<file path="src/hdl/can_traffic_rate_monitor_top_defines.svh">
// Assertion macros used by the CAN traffic rate monitor back end.
`ifndef CAN_TRAFFIC_RATE_MONITOR_TOP_DEFINES_SVH
`define CAN_TRAFFIC_RATE_MONITOR_TOP_DEFINES_SVH

`ifndef SYNTHESIS
`define CTRM_ASSERT(label, clk, rst_n, prop) \
    label: assert property (@(posedge clk) disable iff (!rst_n) (prop)) \
        else $error("ctrm assertion failed");
`define CTRM_ASSERT_IMPL(label, clk, rst_n, ante, cons) \
    label: assert property (@(posedge clk) disable iff (!rst_n) (ante) |-> (cons)) \
        else $error("ctrm implication failed");
`else
`define CTRM_ASSERT(label, clk, rst_n, prop)
`define CTRM_ASSERT_IMPL(label, clk, rst_n, ante, cons)
`endif

`endif

</file>
<file path="src/hdl/ctrm_pkg.sv">
// Package with types and constants of the CAN traffic rate monitor.
`timescale 1ns / 1ps
package ctrm_pkg;

    localparam int BUS_W       = 2;
    localparam int DATA_W      = 32;
    localparam int WIN_W       = 16;
    localparam int STAT_KINDS  = 4;
    localparam int KIND_W      = 2;
    localparam int BUS_COUNT_DEF   = 3;
    localparam int QUEUE_DEPTH_DEF = 2;

    localparam logic [DATA_W-1:0] MS_PER_SEC   = 32'd1000;
    localparam logic [WIN_W-1:0]  WINDOW_RESET = 16'd1000;

    localparam int KIND_RX      = 0;
    localparam int KIND_TX_OK   = 1;
    localparam int KIND_TX_FAIL = 2;
    localparam int KIND_FULL    = 3;

    localparam logic CMD_RX = 1'b0;
    localparam logic CMD_TX = 1'b1;

    typedef struct packed {
        logic [BUS_W-1:0]      bus;
        logic                  bus_ok;
        logic [STAT_KINDS-1:0] inc;
        logic [DATA_W-1:0]     now;
    } item_t;

    typedef struct packed {
        logic full;
        logic empty;
    } queue_stat_t;

    typedef enum logic [2:0] {
        S_IDLE,
        S_LOAD,
        S_MUL,
        S_DIV_START,
        S_DIV_WAIT,
        S_EMIT
    } back_state_t;

endpackage

</file>
<file path="src/hdl/can_traffic_rate_monitor_top.sv">
// Top level of the CAN traffic rate monitor.
// Usage: each input word is one bus event (received frame or transmit result)
// with the current millisecond tick, taken on in_valid and in_ready.
// Each event produces exactly one result word on out_valid and out_ready,
// carrying the bus's four wrapping counters, its four per-second rates
// from the last closed window, and a flag set when this event closed one.
// The window length is written through cfg_valid and window_ms, which are
// always ready; write it only while no events are in flight.
// An event that does not close a window passes from the queue through the
// load and emit states to the result register. One that closes a window also
// passes through multiply, divider start and divider wait for each of the four
// rates first. Events are processed one at a time in arrival order.
// A two-word queue behind the input lets up to two events wait while one is
// being processed. When the receiver stalls, the finished result holds in
// the output register and the back end waits before loading the next one.
// Reset clears all counters, snapshots and rates and sets the window to 1000.
`timescale 1ns / 1ps
module can_traffic_rate_monitor_top #(
    parameter int BUS_COUNT   = ctrm_pkg::BUS_COUNT_DEF,
    parameter int QUEUE_DEPTH = ctrm_pkg::QUEUE_DEPTH_DEF
) (
    input  logic                        clk,
    input  logic                        rst_n,
    input  logic                        cfg_valid,
    output logic                        cfg_ready,
    input  logic [ctrm_pkg::WIN_W-1:0]  window_ms,
    input  logic                        in_valid,
    output logic                        in_ready,
    input  logic                        command,
    input  logic [ctrm_pkg::BUS_W-1:0]  bus,
    input  logic                        tx_success,
    input  logic                        queue_full,
    input  logic [ctrm_pkg::DATA_W-1:0] now_ms,
    output logic                        out_valid,
    input  logic                        out_ready,
    output logic [ctrm_pkg::BUS_W-1:0]  bus_out,
    output logic [ctrm_pkg::DATA_W-1:0] rx_count,
    output logic [ctrm_pkg::DATA_W-1:0] tx_ok_count,
    output logic [ctrm_pkg::DATA_W-1:0] tx_fail_count,
    output logic [ctrm_pkg::DATA_W-1:0] tx_full_count,
    output logic [ctrm_pkg::DATA_W-1:0] rx_rate,
    output logic [ctrm_pkg::DATA_W-1:0] tx_ok_rate,
    output logic [ctrm_pkg::DATA_W-1:0] tx_fail_rate,
    output logic [ctrm_pkg::DATA_W-1:0] tx_full_rate,
    output logic                        rates_updated
);
    import ctrm_pkg::*;

    logic [WIN_W-1:0] window_reg;
    queue_stat_t      q_stat;
    logic             q_push;
    logic             q_pop;
    item_t            push_item;
    item_t            pop_item;

    always_ff @(posedge clk or negedge rst_n)
    begin
        if (!rst_n)
        begin
            window_reg <= WINDOW_RESET;
        end
        else if (cfg_valid)
        begin
            window_reg <= window_ms;
        end
    end

    assign cfg_ready = 1'b1;

    ctrm_front #(
        .BUS_COUNT (BUS_COUNT)
    ) u_front (
        .in_valid   (in_valid),
        .in_ready   (in_ready),
        .command    (command),
        .bus        (bus),
        .tx_success (tx_success),
        .queue_full (queue_full),
        .now_ms     (now_ms),
        .q_stat     (q_stat),
        .q_push     (q_push),
        .q_item     (push_item)
    );

    ctrm_queue #(
        .DEPTH (QUEUE_DEPTH)
    ) u_queue (
        .clk       (clk),
        .rst_n     (rst_n),
        .push      (q_push),
        .push_item (push_item),
        .pop       (q_pop),
        .pop_item  (pop_item),
        .stat      (q_stat)
    );

    ctrm_back #(
        .BUS_COUNT (BUS_COUNT)
    ) u_back (
        .clk             (clk),
        .rst_n           (rst_n),
        .window_ms       (window_reg),
        .q_stat          (q_stat),
        .q_item          (pop_item),
        .q_pop           (q_pop),
        .out_valid       (out_valid),
        .out_ready       (out_ready),
        .bus_out         (bus_out),
        .rx_count        (rx_count),
        .tx_ok_count     (tx_ok_count),
        .tx_fail_count   (tx_fail_count),
        .tx_full_count   (tx_full_count),
        .rx_rate         (rx_rate),
        .tx_ok_rate      (tx_ok_rate),
        .tx_fail_rate    (tx_fail_rate),
        .tx_full_rate    (tx_full_rate),
        .rates_updated   (rates_updated)
    );

endmodule

</file>
<file path="src/hdl/ctrm_front.sv">
// Front end: accepts event words and classifies them into counter increments.
`timescale 1ns / 1ps
module ctrm_front #(
    parameter int BUS_COUNT = ctrm_pkg::BUS_COUNT_DEF
) (
    input  logic                       in_valid,
    output logic                       in_ready,
    input  logic                       command,
    input  logic [ctrm_pkg::BUS_W-1:0] bus,
    input  logic                       tx_success,
    input  logic                       queue_full,
    input  logic [ctrm_pkg::DATA_W-1:0] now_ms,
    input  ctrm_pkg::queue_stat_t      q_stat,
    output logic                       q_push,
    output ctrm_pkg::item_t            q_item
);
    import ctrm_pkg::*;

    always_comb
    begin
        in_ready = !q_stat.full;
        q_push   = in_valid && !q_stat.full;

        q_item.bus    = bus;
        q_item.bus_ok = (32'(bus) < BUS_COUNT);
        q_item.now    = now_ms;
        q_item.inc    = '0;
        if (command == CMD_RX)
        begin
            q_item.inc[KIND_RX] = 1'b1;
        end
        else if (tx_success)
        begin
            q_item.inc[KIND_TX_OK] = 1'b1;
        end
        else
        begin
            q_item.inc[KIND_TX_FAIL] = 1'b1;
            q_item.inc[KIND_FULL]    = queue_full;
        end
    end

endmodule

</file>
<file path="src/hdl/ctrm_queue.sv">
// Short queue of classified events between the front and back ends.
`timescale 1ns / 1ps
module ctrm_queue #(
    parameter int DEPTH = ctrm_pkg::QUEUE_DEPTH_DEF
) (
    input  logic                  clk,
    input  logic                  rst_n,
    input  logic                  push,
    input  ctrm_pkg::item_t       push_item,
    input  logic                  pop,
    output ctrm_pkg::item_t       pop_item,
    output ctrm_pkg::queue_stat_t stat
);
    import ctrm_pkg::*;

    localparam int PTR_W = (DEPTH > 1) ? $clog2(DEPTH) : 1;
    localparam int CNT_W = $clog2(DEPTH + 1);

    item_t             mem_reg [DEPTH];
    logic [PTR_W-1:0]  wr_ptr_reg;
    logic [PTR_W-1:0]  rd_ptr_reg;
    logic [CNT_W-1:0]  count_reg;
    logic [PTR_W-1:0]  wr_ptr_next;
    logic [PTR_W-1:0]  rd_ptr_next;
    logic [CNT_W-1:0]  count_next;

    always_comb
    begin
        wr_ptr_next = wr_ptr_reg;
        rd_ptr_next = rd_ptr_reg;
        count_next  = count_reg;
        if (push)
        begin
            wr_ptr_next = (32'(wr_ptr_reg) == DEPTH - 1) ? '0 : wr_ptr_reg + 1'b1;
        end
        if (pop)
        begin
            rd_ptr_next = (32'(rd_ptr_reg) == DEPTH - 1) ? '0 : rd_ptr_reg + 1'b1;
        end
        if (push && !pop)
        begin
            count_next = count_reg + 1'b1;
        end
        else if (pop && !push)
        begin
            count_next = count_reg - 1'b1;
        end
    end

    always_ff @(posedge clk or negedge rst_n)
    begin
        if (!rst_n)
        begin
            wr_ptr_reg <= '0;
            rd_ptr_reg <= '0;
            count_reg  <= '0;
        end
        else
        begin
            wr_ptr_reg <= wr_ptr_next;
            rd_ptr_reg <= rd_ptr_next;
            count_reg  <= count_next;
        end
    end

    always_ff @(posedge clk)
    begin
        if (push)
        begin
            mem_reg[wr_ptr_reg] <= push_item;
        end
    end

    assign pop_item   = mem_reg[rd_ptr_reg];
    assign stat.full  = (32'(count_reg) == DEPTH);
    assign stat.empty = (count_reg == '0);

endmodule

</file>
<file path="src/hdl/ctrm_div.sv">
// Iterative restoring divider, one quotient bit per cycle.
`timescale 1ns / 1ps
module ctrm_div (
    input  logic                        clk,
    input  logic                        rst_n,
    input  logic                        start,
    input  logic [ctrm_pkg::DATA_W-1:0] dividend,
    input  logic [ctrm_pkg::DATA_W-1:0] divisor,
    output logic                        done,
    output logic [ctrm_pkg::DATA_W-1:0] quotient
);
    import ctrm_pkg::*;

    localparam int STEP_W = $clog2(DATA_W);

    logic              busy_reg;
    logic              done_reg;
    logic [STEP_W-1:0] step_reg;
    logic [DATA_W-1:0] rem_reg;
    logic [DATA_W-1:0] quo_reg;
    logic [DATA_W-1:0] den_reg;
    logic [DATA_W:0]   shifted;
    logic [DATA_W:0]   trial;

    always_comb
    begin
        shifted = {rem_reg, quo_reg[DATA_W-1]};
        trial   = shifted - {1'b0, den_reg};
    end

    always_ff @(posedge clk or negedge rst_n)
    begin
        if (!rst_n)
        begin
            busy_reg <= 1'b0;
            done_reg <= 1'b0;
            step_reg <= '0;
        end
        else
        begin
            done_reg <= 1'b0;
            if (start)
            begin
                busy_reg <= 1'b1;
                step_reg <= '0;
            end
            else if (busy_reg)
            begin
                step_reg <= step_reg + 1'b1;
                if (32'(step_reg) == DATA_W - 1)
                begin
                    busy_reg <= 1'b0;
                    done_reg <= 1'b1;
                end
            end
        end
    end

    always_ff @(posedge clk)
    begin
        if (start)
        begin
            rem_reg <= '0;
            quo_reg <= dividend;
            den_reg <= divisor;
        end
        else if (busy_reg)
        begin
            if (!trial[DATA_W])
            begin
                rem_reg <= trial[DATA_W-1:0];
                quo_reg <= {quo_reg[DATA_W-2:0], 1'b1};
            end
            else
            begin
                rem_reg <= shifted[DATA_W-1:0];
                quo_reg <= {quo_reg[DATA_W-2:0], 1'b0};
            end
        end
    end

    assign done     = done_reg;
    assign quotient = quo_reg;

endmodule

</file>
<file path="src/hdl/ctrm_back.sv">
// Back end: per-bus counters, window check, rate computation and result register.
`timescale 1ns / 1ps
module ctrm_back #(
    parameter int BUS_COUNT = ctrm_pkg::BUS_COUNT_DEF
) (
    input  logic                        clk,
    input  logic                        rst_n,
    input  logic [ctrm_pkg::WIN_W-1:0]  window_ms,
    input  ctrm_pkg::queue_stat_t       q_stat,
    input  ctrm_pkg::item_t             q_item,
    output logic                        q_pop,
    output logic                        out_valid,
    input  logic                        out_ready,
    output logic [ctrm_pkg::BUS_W-1:0]  bus_out,
    output logic [ctrm_pkg::DATA_W-1:0] rx_count,
    output logic [ctrm_pkg::DATA_W-1:0] tx_ok_count,
    output logic [ctrm_pkg::DATA_W-1:0] tx_fail_count,
    output logic [ctrm_pkg::DATA_W-1:0] tx_full_count,
    output logic [ctrm_pkg::DATA_W-1:0] rx_rate,
    output logic [ctrm_pkg::DATA_W-1:0] tx_ok_rate,
    output logic [ctrm_pkg::DATA_W-1:0] tx_fail_rate,
    output logic [ctrm_pkg::DATA_W-1:0] tx_full_rate,
    output logic                        rates_updated
);
    import ctrm_pkg::*;
    `include "can_traffic_rate_monitor_top_defines.svh"

    localparam int BI_W = (BUS_COUNT > 1) ? $clog2(BUS_COUNT) : 1;

    back_state_t state_reg;
    back_state_t state_next;

    item_t             item_reg;
    logic [KIND_W-1:0] kind_reg;
    logic [DATA_W-1:0] elapsed_reg;
    logic [DATA_W-1:0] scaled_reg;
    logic              updated_reg;

    logic [DATA_W-1:0] cnt_reg  [BUS_COUNT][STAT_KINDS];
    logic [DATA_W-1:0] snap_reg [BUS_COUNT][STAT_KINDS];
    logic [DATA_W-1:0] rate_reg [BUS_COUNT][STAT_KINDS];
    logic [DATA_W-1:0] time_reg [BUS_COUNT];

    logic              out_valid_reg;
    logic [BUS_W-1:0]  out_bus_reg;
    logic [DATA_W-1:0] out_cnt_reg  [STAT_KINDS];
    logic [DATA_W-1:0] out_rate_reg [STAT_KINDS];
    logic              out_upd_reg;

    logic [BI_W-1:0]   bi;
    logic [DATA_W-1:0] cnt_new [STAT_KINDS];
    logic              snap_zero;
    logic [WIN_W-1:0]  win;
    logic [DATA_W-1:0] elapsed;
    logic              window_closed;
    logic              out_free;
    logic              div_start;
    logic              div_done;
    logic [DATA_W-1:0] quotient;

    logic ld_item;
    logic ld_cnt;
    logic snap_first;
    logic mul_en;
    logic rate_we;
    logic snap_final;
    logic out_load;

    always_comb
    begin
        bi        = BI_W'(item_reg.bus);
        snap_zero = (time_reg[bi] == '0);
        win       = (window_ms == '0) ? WIN_W'(1) : window_ms;
        elapsed   = item_reg.now - time_reg[bi];
        window_closed = (elapsed >= {{(DATA_W-WIN_W){1'b0}}, win});
        out_free  = !out_valid_reg || out_ready;
        for (int k = 0; k < STAT_KINDS; k++)
        begin
            cnt_new[k] = cnt_reg[bi][k] + {{(DATA_W-1){1'b0}}, item_reg.inc[k]};
        end
    end

    always_comb
    begin
        state_next = state_reg;
        unique case (state_reg)
            S_IDLE:
            begin
                if (!q_stat.empty)
                begin
                    state_next = S_LOAD;
                end
            end
            S_LOAD:
            begin
                if (item_reg.bus_ok && !snap_zero && window_closed)
                begin
                    state_next = S_MUL;
                end
                else
                begin
                    state_next = S_EMIT;
                end
            end
            S_MUL:
            begin
                state_next = S_DIV_START;
            end
            S_DIV_START:
            begin
                state_next = S_DIV_WAIT;
            end
            S_DIV_WAIT:
            begin
                if (div_done)
                begin
                    state_next = (32'(kind_reg) == STAT_KINDS - 1) ? S_EMIT : S_MUL;
                end
            end
            S_EMIT:
            begin
                if (out_free)
                begin
                    state_next = S_IDLE;
                end
            end
            default:
            begin
                state_next = S_IDLE;
            end
        endcase
    end

    always_comb
    begin
        q_pop      = 1'b0;
        ld_item    = 1'b0;
        ld_cnt     = 1'b0;
        snap_first = 1'b0;
        mul_en     = 1'b0;
        div_start  = 1'b0;
        rate_we    = 1'b0;
        snap_final = 1'b0;
        out_load   = 1'b0;
        unique case (state_reg)
            S_IDLE:
            begin
                q_pop   = !q_stat.empty;
                ld_item = !q_stat.empty;
            end
            S_LOAD:
            begin
                ld_cnt     = item_reg.bus_ok;
                snap_first = item_reg.bus_ok && snap_zero;
            end
            S_MUL:
            begin
                mul_en = 1'b1;
            end
            S_DIV_START:
            begin
                div_start = 1'b1;
            end
            S_DIV_WAIT:
            begin
                rate_we    = div_done;
                snap_final = div_done && (32'(kind_reg) == STAT_KINDS - 1);
            end
            S_EMIT:
            begin
                out_load = out_free;
            end
            default:
            begin
                q_pop = 1'b0;
            end
        endcase
    end

    always_ff @(posedge clk or negedge rst_n)
    begin
        if (!rst_n)
        begin
            state_reg     <= S_IDLE;
            out_valid_reg <= 1'b0;
            for (int b = 0; b < BUS_COUNT; b++)
            begin
                time_reg[b] <= '0;
                for (int k = 0; k < STAT_KINDS; k++)
                begin
                    cnt_reg[b][k]  <= '0;
                    snap_reg[b][k] <= '0;
                    rate_reg[b][k] <= '0;
                end
            end
        end
        else
        begin
            state_reg <= state_next;
            if (out_load)
            begin
                out_valid_reg <= 1'b1;
            end
            else if (out_ready)
            begin
                out_valid_reg <= 1'b0;
            end
            if (ld_cnt)
            begin
                for (int k = 0; k < STAT_KINDS; k++)
                begin
                    cnt_reg[bi][k] <= cnt_new[k];
                end
            end
            if (snap_first)
            begin
                time_reg[bi] <= item_reg.now;
                for (int k = 0; k < STAT_KINDS; k++)
                begin
                    snap_reg[bi][k] <= cnt_new[k];
                end
            end
            if (rate_we)
            begin
                rate_reg[bi][kind_reg] <= quotient;
            end
            if (snap_final)
            begin
                time_reg[bi] <= item_reg.now;
                for (int k = 0; k < STAT_KINDS; k++)
                begin
                    snap_reg[bi][k] <= cnt_reg[bi][k];
                end
            end
        end
    end

    always_ff @(posedge clk)
    begin
        if (ld_item)
        begin
            item_reg <= q_item;
        end
        if (state_reg == S_LOAD)
        begin
            kind_reg    <= '0;
            elapsed_reg <= elapsed;
            updated_reg <= 1'b0;
        end
        if (mul_en)
        begin
            scaled_reg <= (cnt_reg[bi][kind_reg] - snap_reg[bi][kind_reg]) * MS_PER_SEC;
        end
        if (rate_we)
        begin
            kind_reg <= kind_reg + 1'b1;
        end
        if (snap_final)
        begin
            updated_reg <= 1'b1;
        end
        if (out_load)
        begin
            out_bus_reg <= item_reg.bus;
            out_upd_reg <= item_reg.bus_ok && updated_reg;
            for (int k = 0; k < STAT_KINDS; k++)
            begin
                out_cnt_reg[k]  <= item_reg.bus_ok ? cnt_reg[bi][k] : '0;
                out_rate_reg[k] <= item_reg.bus_ok ? rate_reg[bi][k] : '0;
            end
        end
    end

    ctrm_div u_div (
        .clk      (clk),
        .rst_n    (rst_n),
        .start    (div_start),
        .dividend (scaled_reg),
        .divisor  (elapsed_reg),
        .done     (div_done),
        .quotient (quotient)
    );

    assign out_valid       = out_valid_reg;
    assign bus_out         = out_bus_reg;
    assign rx_count        = out_cnt_reg[KIND_RX];
    assign tx_ok_count     = out_cnt_reg[KIND_TX_OK];
    assign tx_fail_count   = out_cnt_reg[KIND_TX_FAIL];
    assign tx_full_count   = out_cnt_reg[KIND_FULL];
    assign rx_rate         = out_rate_reg[KIND_RX];
    assign tx_ok_rate      = out_rate_reg[KIND_TX_OK];
    assign tx_fail_rate    = out_rate_reg[KIND_TX_FAIL];
    assign tx_full_rate    = out_rate_reg[KIND_FULL];
    assign rates_updated   = out_upd_reg;

    `CTRM_ASSERT_IMPL(a_div_nonzero, clk, rst_n, div_start, elapsed_reg != '0)
    `CTRM_ASSERT_IMPL(a_pop_not_empty, clk, rst_n, q_pop, !q_stat.empty)
    `CTRM_ASSERT_IMPL(a_no_overwrite, clk, rst_n, out_load, !out_valid_reg || out_ready)
    `CTRM_ASSERT_IMPL(a_div_only_waiting, clk, rst_n, div_done, state_reg == S_DIV_WAIT)

endmodule
</file>
<file path="config.mk">
export PLATFORM = sky130hd
export DESIGN_NAME = can_traffic_rate_monitor_top
export DESIGN_NICKNAME = d
export VERILOG_FILES = /design/src/hdl/ctrm_pkg.sv /design/src/hdl/can_traffic_rate_monitor_top.sv /design/src/hdl/ctrm_front.sv /design/src/hdl/ctrm_queue.sv /design/src/hdl/ctrm_div.sv /design/src/hdl/ctrm_back.sv
export VERILOG_INCLUDE_DIRS = /design/src /design/src/hdl
export SDC_FILE = /design/constraint.sdc
export NUM_CORES = 2
export LEC_CHECK = 0
export BUFFER_PORTS_ARGS = -buffer_cell sky130_fd_sc_hd__buf_2
export CORE_ASPECT_RATIO = 1.1
export CORE_MARGIN = 2
export CORE_UTILIZATION = 43
export DETAILED_ROUTE_END_ITERATION = 8
export PLACE_DENSITY_LB_ADDON = 0.15
export SETUP_SLACK_MARGIN = 0.02
export SLEW_MARGIN = 20
export SYNTH_ARGS = -nofsm -noshare
export SYNTH_HDL_FRONTEND = slang
export SYNTH_SLANG_ARGS = --single-unit
</file>
<file path="constraint.sdc">
create_clock -name clk -period 35.8 [get_ports clk]
set_input_delay 1.79 -clock clk [delete_from_list [all_inputs] [get_ports clk]]
set_output_delay 1.79 -clock clk [all_outputs]
set_load 0.02 [all_outputs]
</file>
Word-level counts from Yosys, hierarchy flattened --
Memories as Yosys holds them, arrays and structs flattened. A register that Yosys moved wholly into a read port is not among the register bits. Cells that the tools add are included.
Word-level totals: bits in registers 1442, latch bits 0, bits in writable memories 334, memory bits (read-only) 0, bits of input ports 58, output and inout bits 262, word-level logic and storage cells 222, memories 3
Cells by class: $add $sub $neg 13, multiply operators 1, div/mod/pow operators 0, order comparisons 6, equality and inequality tests 11, shifts and indexed selects 0, muxes and demuxes 102, bitwise operators 2, reductions and logical operators 26
Memories:
- u_back.out_cnt_reg | words 4, width 32, read ports 4, clocked after Yosys merged registers in 0, wr ports 4, RTL line ctrm_back.sv:46 | logic [DATA_W-1:0] out_cnt_reg [STAT_KINDS];
- u_back.out_rate_reg | words 4, width 32, read ports 4, clocked after Yosys merged registers in 0, wr ports 4, RTL line ctrm_back.sv:47 | logic [DATA_W-1:0] out_rate_reg [STAT_KINDS];
- u_queue.mem_reg | words 2, width 39, read ports 1, clocked after Yosys merged registers in 1, wr ports 1, RTL line ctrm_queue.sv:19 | item_t mem_reg [DEPTH];
Operator list (count):
- 384-bit bitwise mux | 13
- 128-bit demux with 2-bit select | 5
- 128-bit 2-to-1 mux | 8
- 128-bit binary-select mux with 2-bit select | 3
- 384-bit 2-to-1 mux | 2
- 32-bit 2-to-1 mux | 20
- 96-bit 2-to-1 mux | 3
- 32-bit binary-select mux with 2-bit select | 3
- 96-bit bitwise mux | 2
- 32-bit by 1-bit adder with 32-bit output | 4
- 32-bit demux with 2-bit select | 2
- 64-bit 2-to-1 mux | 1
- 32-bit subtractor | 2
- 33-bit by 32-bit subtractor with 33-bit output | 1
- 32-bit by 16-bit >= comparator with 1-bit output | 1
- 32-bit zero test | 1
- 32-bit by 7-bit multiplier with 29-bit output (second input constant) | 1
- 1-bit 2-to-1 mux | 25
- 3-bit 2-to-1 mux | 6
- 3-bit one-hot mux with 6 select lines | 1
- 16-bit zero test | 1
- 16-bit 2-to-1 mux | 1
- 1-bit logical AND | 10
- 2-bit 2-to-1 mux | 5
- other kinds (22) | 40

Longest topological paths before layout --
depth after elaboration 15, depth in mapped cells 44, mapped depth without buffers 34

Hierarchy --
From an unflattened synthesis, not the netlist that was laid out.
Second synthesis, totals: cells, all modules 8246, area, all modules 89382.0 sq um
By module, submodules not included:
- ctrm_back | times used 1, cells an instance 7427, area each 79241.0 sq um, sequential area each 41289.6 sq um
- ctrm_div | times used 1, cells an instance 605, area each 6164.7 sq um, sequential area each 2737.6 sq um
- ctrm_queue | times used 1, cells an instance 137, area each 3012.9 sq um, sequential area each 2442.3 sq um
- can_traffic_rate_monitor_top | times used 1, cells an instance 36, area each 668.1 sq um, sequential area each 407.9 sq um
- ctrm_front | times used 1, cells an instance 41, area each 295.3 sq um, sequential area each 0.0 sq um

Worst setup path before layout --
OpenSTA, ideal clock, no wires.
path kind input to register, from input out_ready, to register u_back.out_bus_reg[0] (netlist: u_back.bus_out[0]) (enable), setup time 0.914 ns, arrival time 13.263 ns, data required time 34.886 ns, setup slack 21.622 ns, stages 2, buffers on the path 0, path through nand2b_1 -> nor2b_1
Between the ends: longest elaborated chain between the ends 2
Ends and longest elaborated chain:
- start, declared | RTL line can_traffic_rate_monitor_top.sv:35 | input logic out_ready,
- 1-bit logical OR | RTL line ctrm_back.sv:76 | out_free = !out_valid_reg || out_ready;
- 1-bit 2-to-1 mux | RTL line ctrm_back.sv:145 | unique case (state_reg)
- via u_back.out_load | RTL line ctrm_back.sv:67 | logic out_load;
- end signal, assigned | RTL line ctrm_back.sv:264 | out_bus_reg <= item_reg.bus;
- end, declared | RTL line ctrm_back.sv:45 | logic [BUS_W-1:0] out_bus_reg;
The timed path passes the listed nets, and every way through them passes these cells. A chain may end at the register's enable or synchronous reset.

Final worst setup path --
from register, netlist name u_back.bi[1], to register u_back.scaled_reg[30] (data pin)
Between the ends: longest elaborated chain between the ends 9, elaborated cells between the ends (all ways) 15, classes of those cells 1 x add/sub; 1 x mul; 12 x mux; 1 x bitwise
Ends and longest elaborated chain:
- 2-bit inverter with 3-bit output (implied by the code) * | RTL line ctrm_back.sv:252 | scaled_reg <= (cnt_reg[bi][kind_reg] - snap_reg[bi][kind_reg]) * MS_PER_SEC;
- 128-bit binary-select mux with 2-bit select | RTL line ctrm_back.sv:252
- 128-bit 2-to-1 mux (on tied branches) (2 in series)
- 32-bit binary-select mux with 2-bit select | RTL line ctrm_back.sv:252
- 32-bit 2-to-1 mux (implied by the code) (2 in series) | RTL line ctrm_back.sv:252
- 32-bit subtractor * | RTL line ctrm_back.sv:252
- 32-bit by 7-bit multiplier with 29-bit output * | RTL line ctrm_back.sv:252
- end signal, assigned | RTL line ctrm_back.sv:252
- end, declared | RTL line ctrm_back.sv:36 | logic [DATA_W-1:0] scaled_reg;
Mark *: on every way between the ends. The rest lies on a longest branch, timed or not. The select of a mux whose other input is x is not followed.

==> results by group <==
Logic synthesis
  – Synthesized Nets: 8747
  – Main flop type after synthesis: dfrtp_1
  – EDFF count, synth: 503
  – Ranking of synthesized cells by area: dfrtp_1 (35%), edfxtp_1 (17%), nand2_1 (6.0%)
  – Syn avg cell area: 10.44 µm²
  – Synth async-reset ratio: 0.6987
  – Synth Instances: 8440
  – Register area share after synthesis: 0.5319
  – Synth top area share: 0.3512
  – Flops & latches, synth: 1779
  – Mapped cell area: 88130 µm²
  – Synth area leader: dfrtp_1
  – Yosys synthesis warning count: 0
  – Post-synth cell types: 104

Timing
  – Relative slew slack: 0.1316
  – Minimum clock period: 11.14 ns
  – RSZ-0062 raised after global routing: false
  – Worst slew pin tran: 1.303 ns
  – Slew Limit Fails: 0
  – Fmax: 89.77 MHz
  – Setup TNS: 0 ns
  – Count of final setup violators: 0
  – Clock Skew: 0.04192 ns
  – Final hold viol count: 0
  – Period Utilization, post-route: 0.3112

Hold path
  – WHS Path Cells: 0
  – Hold Crit Start: u_back.elapsed_reg[31]
  – Hold Path Class: flip-flop to flip-flop
  – Hold-critical path endpoint: u_back.u_div.den_reg[31]

Run
  – Max Cap Viol: 0

Finish
  – Area growth syn-to-layout: 11.57%
  – FF/Latch Area: 46880 µm²
  – Layout cells sized above 1: 0.1470
  – Final Instance Area: 98320 µm²
  – # fillers: 18828
  – NumNets Final: 8846
  – Area of the multi-input gates: 38150 µm²

Drt
  – Routed vias: 65242
  – Routed wire length: 280.7 mm
  – TritonRoute pass-1 iters: 5
  – Final routed DRC violation total: 0
  – DR WL/cell: 24.56 µm
  – DRT iter0 DRCs: 5795
  – Vias per cell: 5.707
  – Antenna Nets Post-Route: 0

Critical path
  – CP startpoint kind: flip-flop
  – Critical Path Most Common Cell: o21ai_0
  – CP Max Fanout: 96
  – Arr. time, crit path: 11.74 ns
  – FF-to-FF path depth: 31
  – Largest stage delay on the critical path: 0.84 ns
  – FF-to-FF End: u_back.scaled_reg[30]
  – Setup CP Type: flip-flop to flip-flop
  – R2R Path Start: u_back.bi[1]
  – CP endpoint kind: flip-flop
  – Reg2reg setup slack: 24.66 ns
  – Slowest cell on crit path: buf_4
  – Crit path required time: 36.40 ns

Die
  – Row count: 174
  – Core ar.: 204000 µm²
  – Die Span X: 435.7 µm
  – I/O pin cnt: 320
  – Total die area: 208600 µm²
  – Initial core utilization: 0.4320
  – Die H: 478.8 µm

Clock network
  – Clock latency on the worst-skew pair: 0.86 ns
  – CTS Buffer Depth: 3
  – Cts repair resizes: 0
  – Number of clock sinks: 1779
  – H-tree levels: 4
  – TritonCTS clock tree: yes
  – Setup bufs post-CTS: 0
  – Clk root buf: clkbuf_16
  – Number of CTS-inserted buffers: 185
  – Clock transition at path regs: 0.06 ns
  – Cts hold-fix bufs: 0

Global route
  – First-pass GRT wire length: 422.9 mm
  – Gr usage total: 0.2660
  – Largest net degree at the start of global routing: 191
  – Vias in the first global route: 63914
  – Total congestion overflow: 0
  – Initial antenna violation count: 14

Place
  – DP HPWL: 179.0 mm
  – Buffers on Ports: 318
  – Global placement routability congestion: 0.9051
  – DP Area: 92040 µm²

Status
  – Status: finished, final reports clean
through the flow:
stage,setup WS (ns),util,instances,hold WS [ns]
finish,24.66,0.4820,11432,0.4053
detailed placement,24.65,0.4512,11078,0.4045
global placement,24.80,0.4512,11078,0.4049
floorplan,21.62,-,8440,0.4003
global route,23.86,0.4820,11430,0.4148
CTS,24.62,0.4816,11425,0.4025
cell type report:
| cell class | instances | area share |
|---|---|---|
| Antenna cell | 5 | 0.0001273 |
| Tap cell | 2728 | 0.03471 |
| Clock buffer | 265 | 0.05324 |
| Clock inverter | 82 | 0.009875 |
| Inverter | 229 | 0.008831 |
| Timing Repair Buffer | 461 | 0.02839 |
| Sequential cell | 1779 | 0.4768 |
| Multi-Input combinational cell | 5883 | 0.3880 |
logic make-up (layout without fill, tap and decap cells):
| group | count (synthesis) | in the layout | synth area share |
|---|---|---|---|
| buf+inv | 778 | 1037 | 0.03774 |
| simple gates | 2656 | 2656 | 0.1268 |
| mux | 877 | 877 | 0.1127 |
| other cells | 1 | 6 | 0.00004255 |
| flops | 1779 | 1779 | 0.5319 |
| xor+xnor | 251 | 251 | 0.02511 |
| compound gates | 1846 | 1846 | 0.1231 |
| fa+ha+maj | 252 | 252 | 0.04259 |
worst max-delay path by stage:
stage	from	to	slack, ns
floorplan	out_ready	u_back.bus_out[0]	21.62
global placement	u_back.bi[1]	u_back.scaled_reg[30]	24.80
detailed placement	u_back.bi[1]	u_back.scaled_reg[30]	24.65
CTS	u_back.bi[1]	u_back.scaled_reg[30]	24.62
global route	u_back.bi[1]	u_back.scaled_reg[30]	23.86
finish	u_back.bi[1]	u_back.scaled_reg[30]	24.66
layer usage:
metal,global-route usage,vias up,share of wire
li1,-,29561,-
met3,0.04015,505,0.061
met4,0.1032,14,0.039
met1,0.3699,32868,0.44
met5,0,-,0.00033
met2,0.4197,2294,0.46
synth_stat cells (54+ instances only):
library cell and count:
dfrtp_1 1237, xor2_1 85, and2_1 93, nand2_1 1411
o21ai_1 84, mux4_2 54, a21o_1 80, o21ai_0 633
nand3_1 105, nor2_1 793, edfxtp_1 503, clkbuf_1 384
fa_1 81, ha_1 168, inv_1 227, a21oi_1 598
mux2_2 349, buf_2 82, a22oi_1 78, o22ai_1 55
xnor2_1 164, mux2i_1 442
placed cells by master, fill, tap and decap left out, types with 32 or more instances in the layout:
cell type | netlist | layout
nand2_1 | 1411 | 1404
dfrtp_1 | 1237 | 1235
nor2_1 | 793 | 780
o21ai_0 | 633 | 630
a21oi_1 | 598 | 598
edfxtp_1 | 503 | 503
mux2i_1 | 442 | 442
mux2_2 | 349 | 349
buf_2 | 82 | 317
inv_1 | 227 | 225
clkbuf_16 | 0 | 189
ha_1 | 168 | 168
xnor2_1 | 164 | 163
buf_4 | 26 | 134
nand3_1 | 105 | 94
and2_1 | 93 | 93
o21ai_1 | 84 | 86
xor2_1 | 85 | 85
fa_1 | 81 | 81
a21o_1 | 80 | 80
a22oi_1 | 78 | 78
o22ai_1 | 55 | 55
mux4_2 | 54 | 54
clkbuf_1 | 384 | 54
nor3_1 | 45 | 45
a211oi_1 | 43 | 43
o221ai_1 | 43 | 43
clkinv_2 | 0 | 34
dfxtp_1 | 33 | 33
o21a_1 | 32 | 32
mux2_1 | 32 | 32
critical path, delay by kind of cell (launching register included):
| family | cells | cell delay (ns) |
|---|---|---|
| AOI/OAI and AO/OA | 11 | 3.06 |
| xor gates and xnor gates | 3 | 1.21 |
| adders and majority gates | 5 | 2.27 |
| buffers and inverters | 6 | 2.91 |
| DFF | 1 | 0.44 |
| muxes | 1 | 0.26 |
| and+or+nand+nor | 5 | 0.49 |
Power is not shown: default switching activity piles up to over one toggle a cycle in this logic, so the estimate is an artifact.
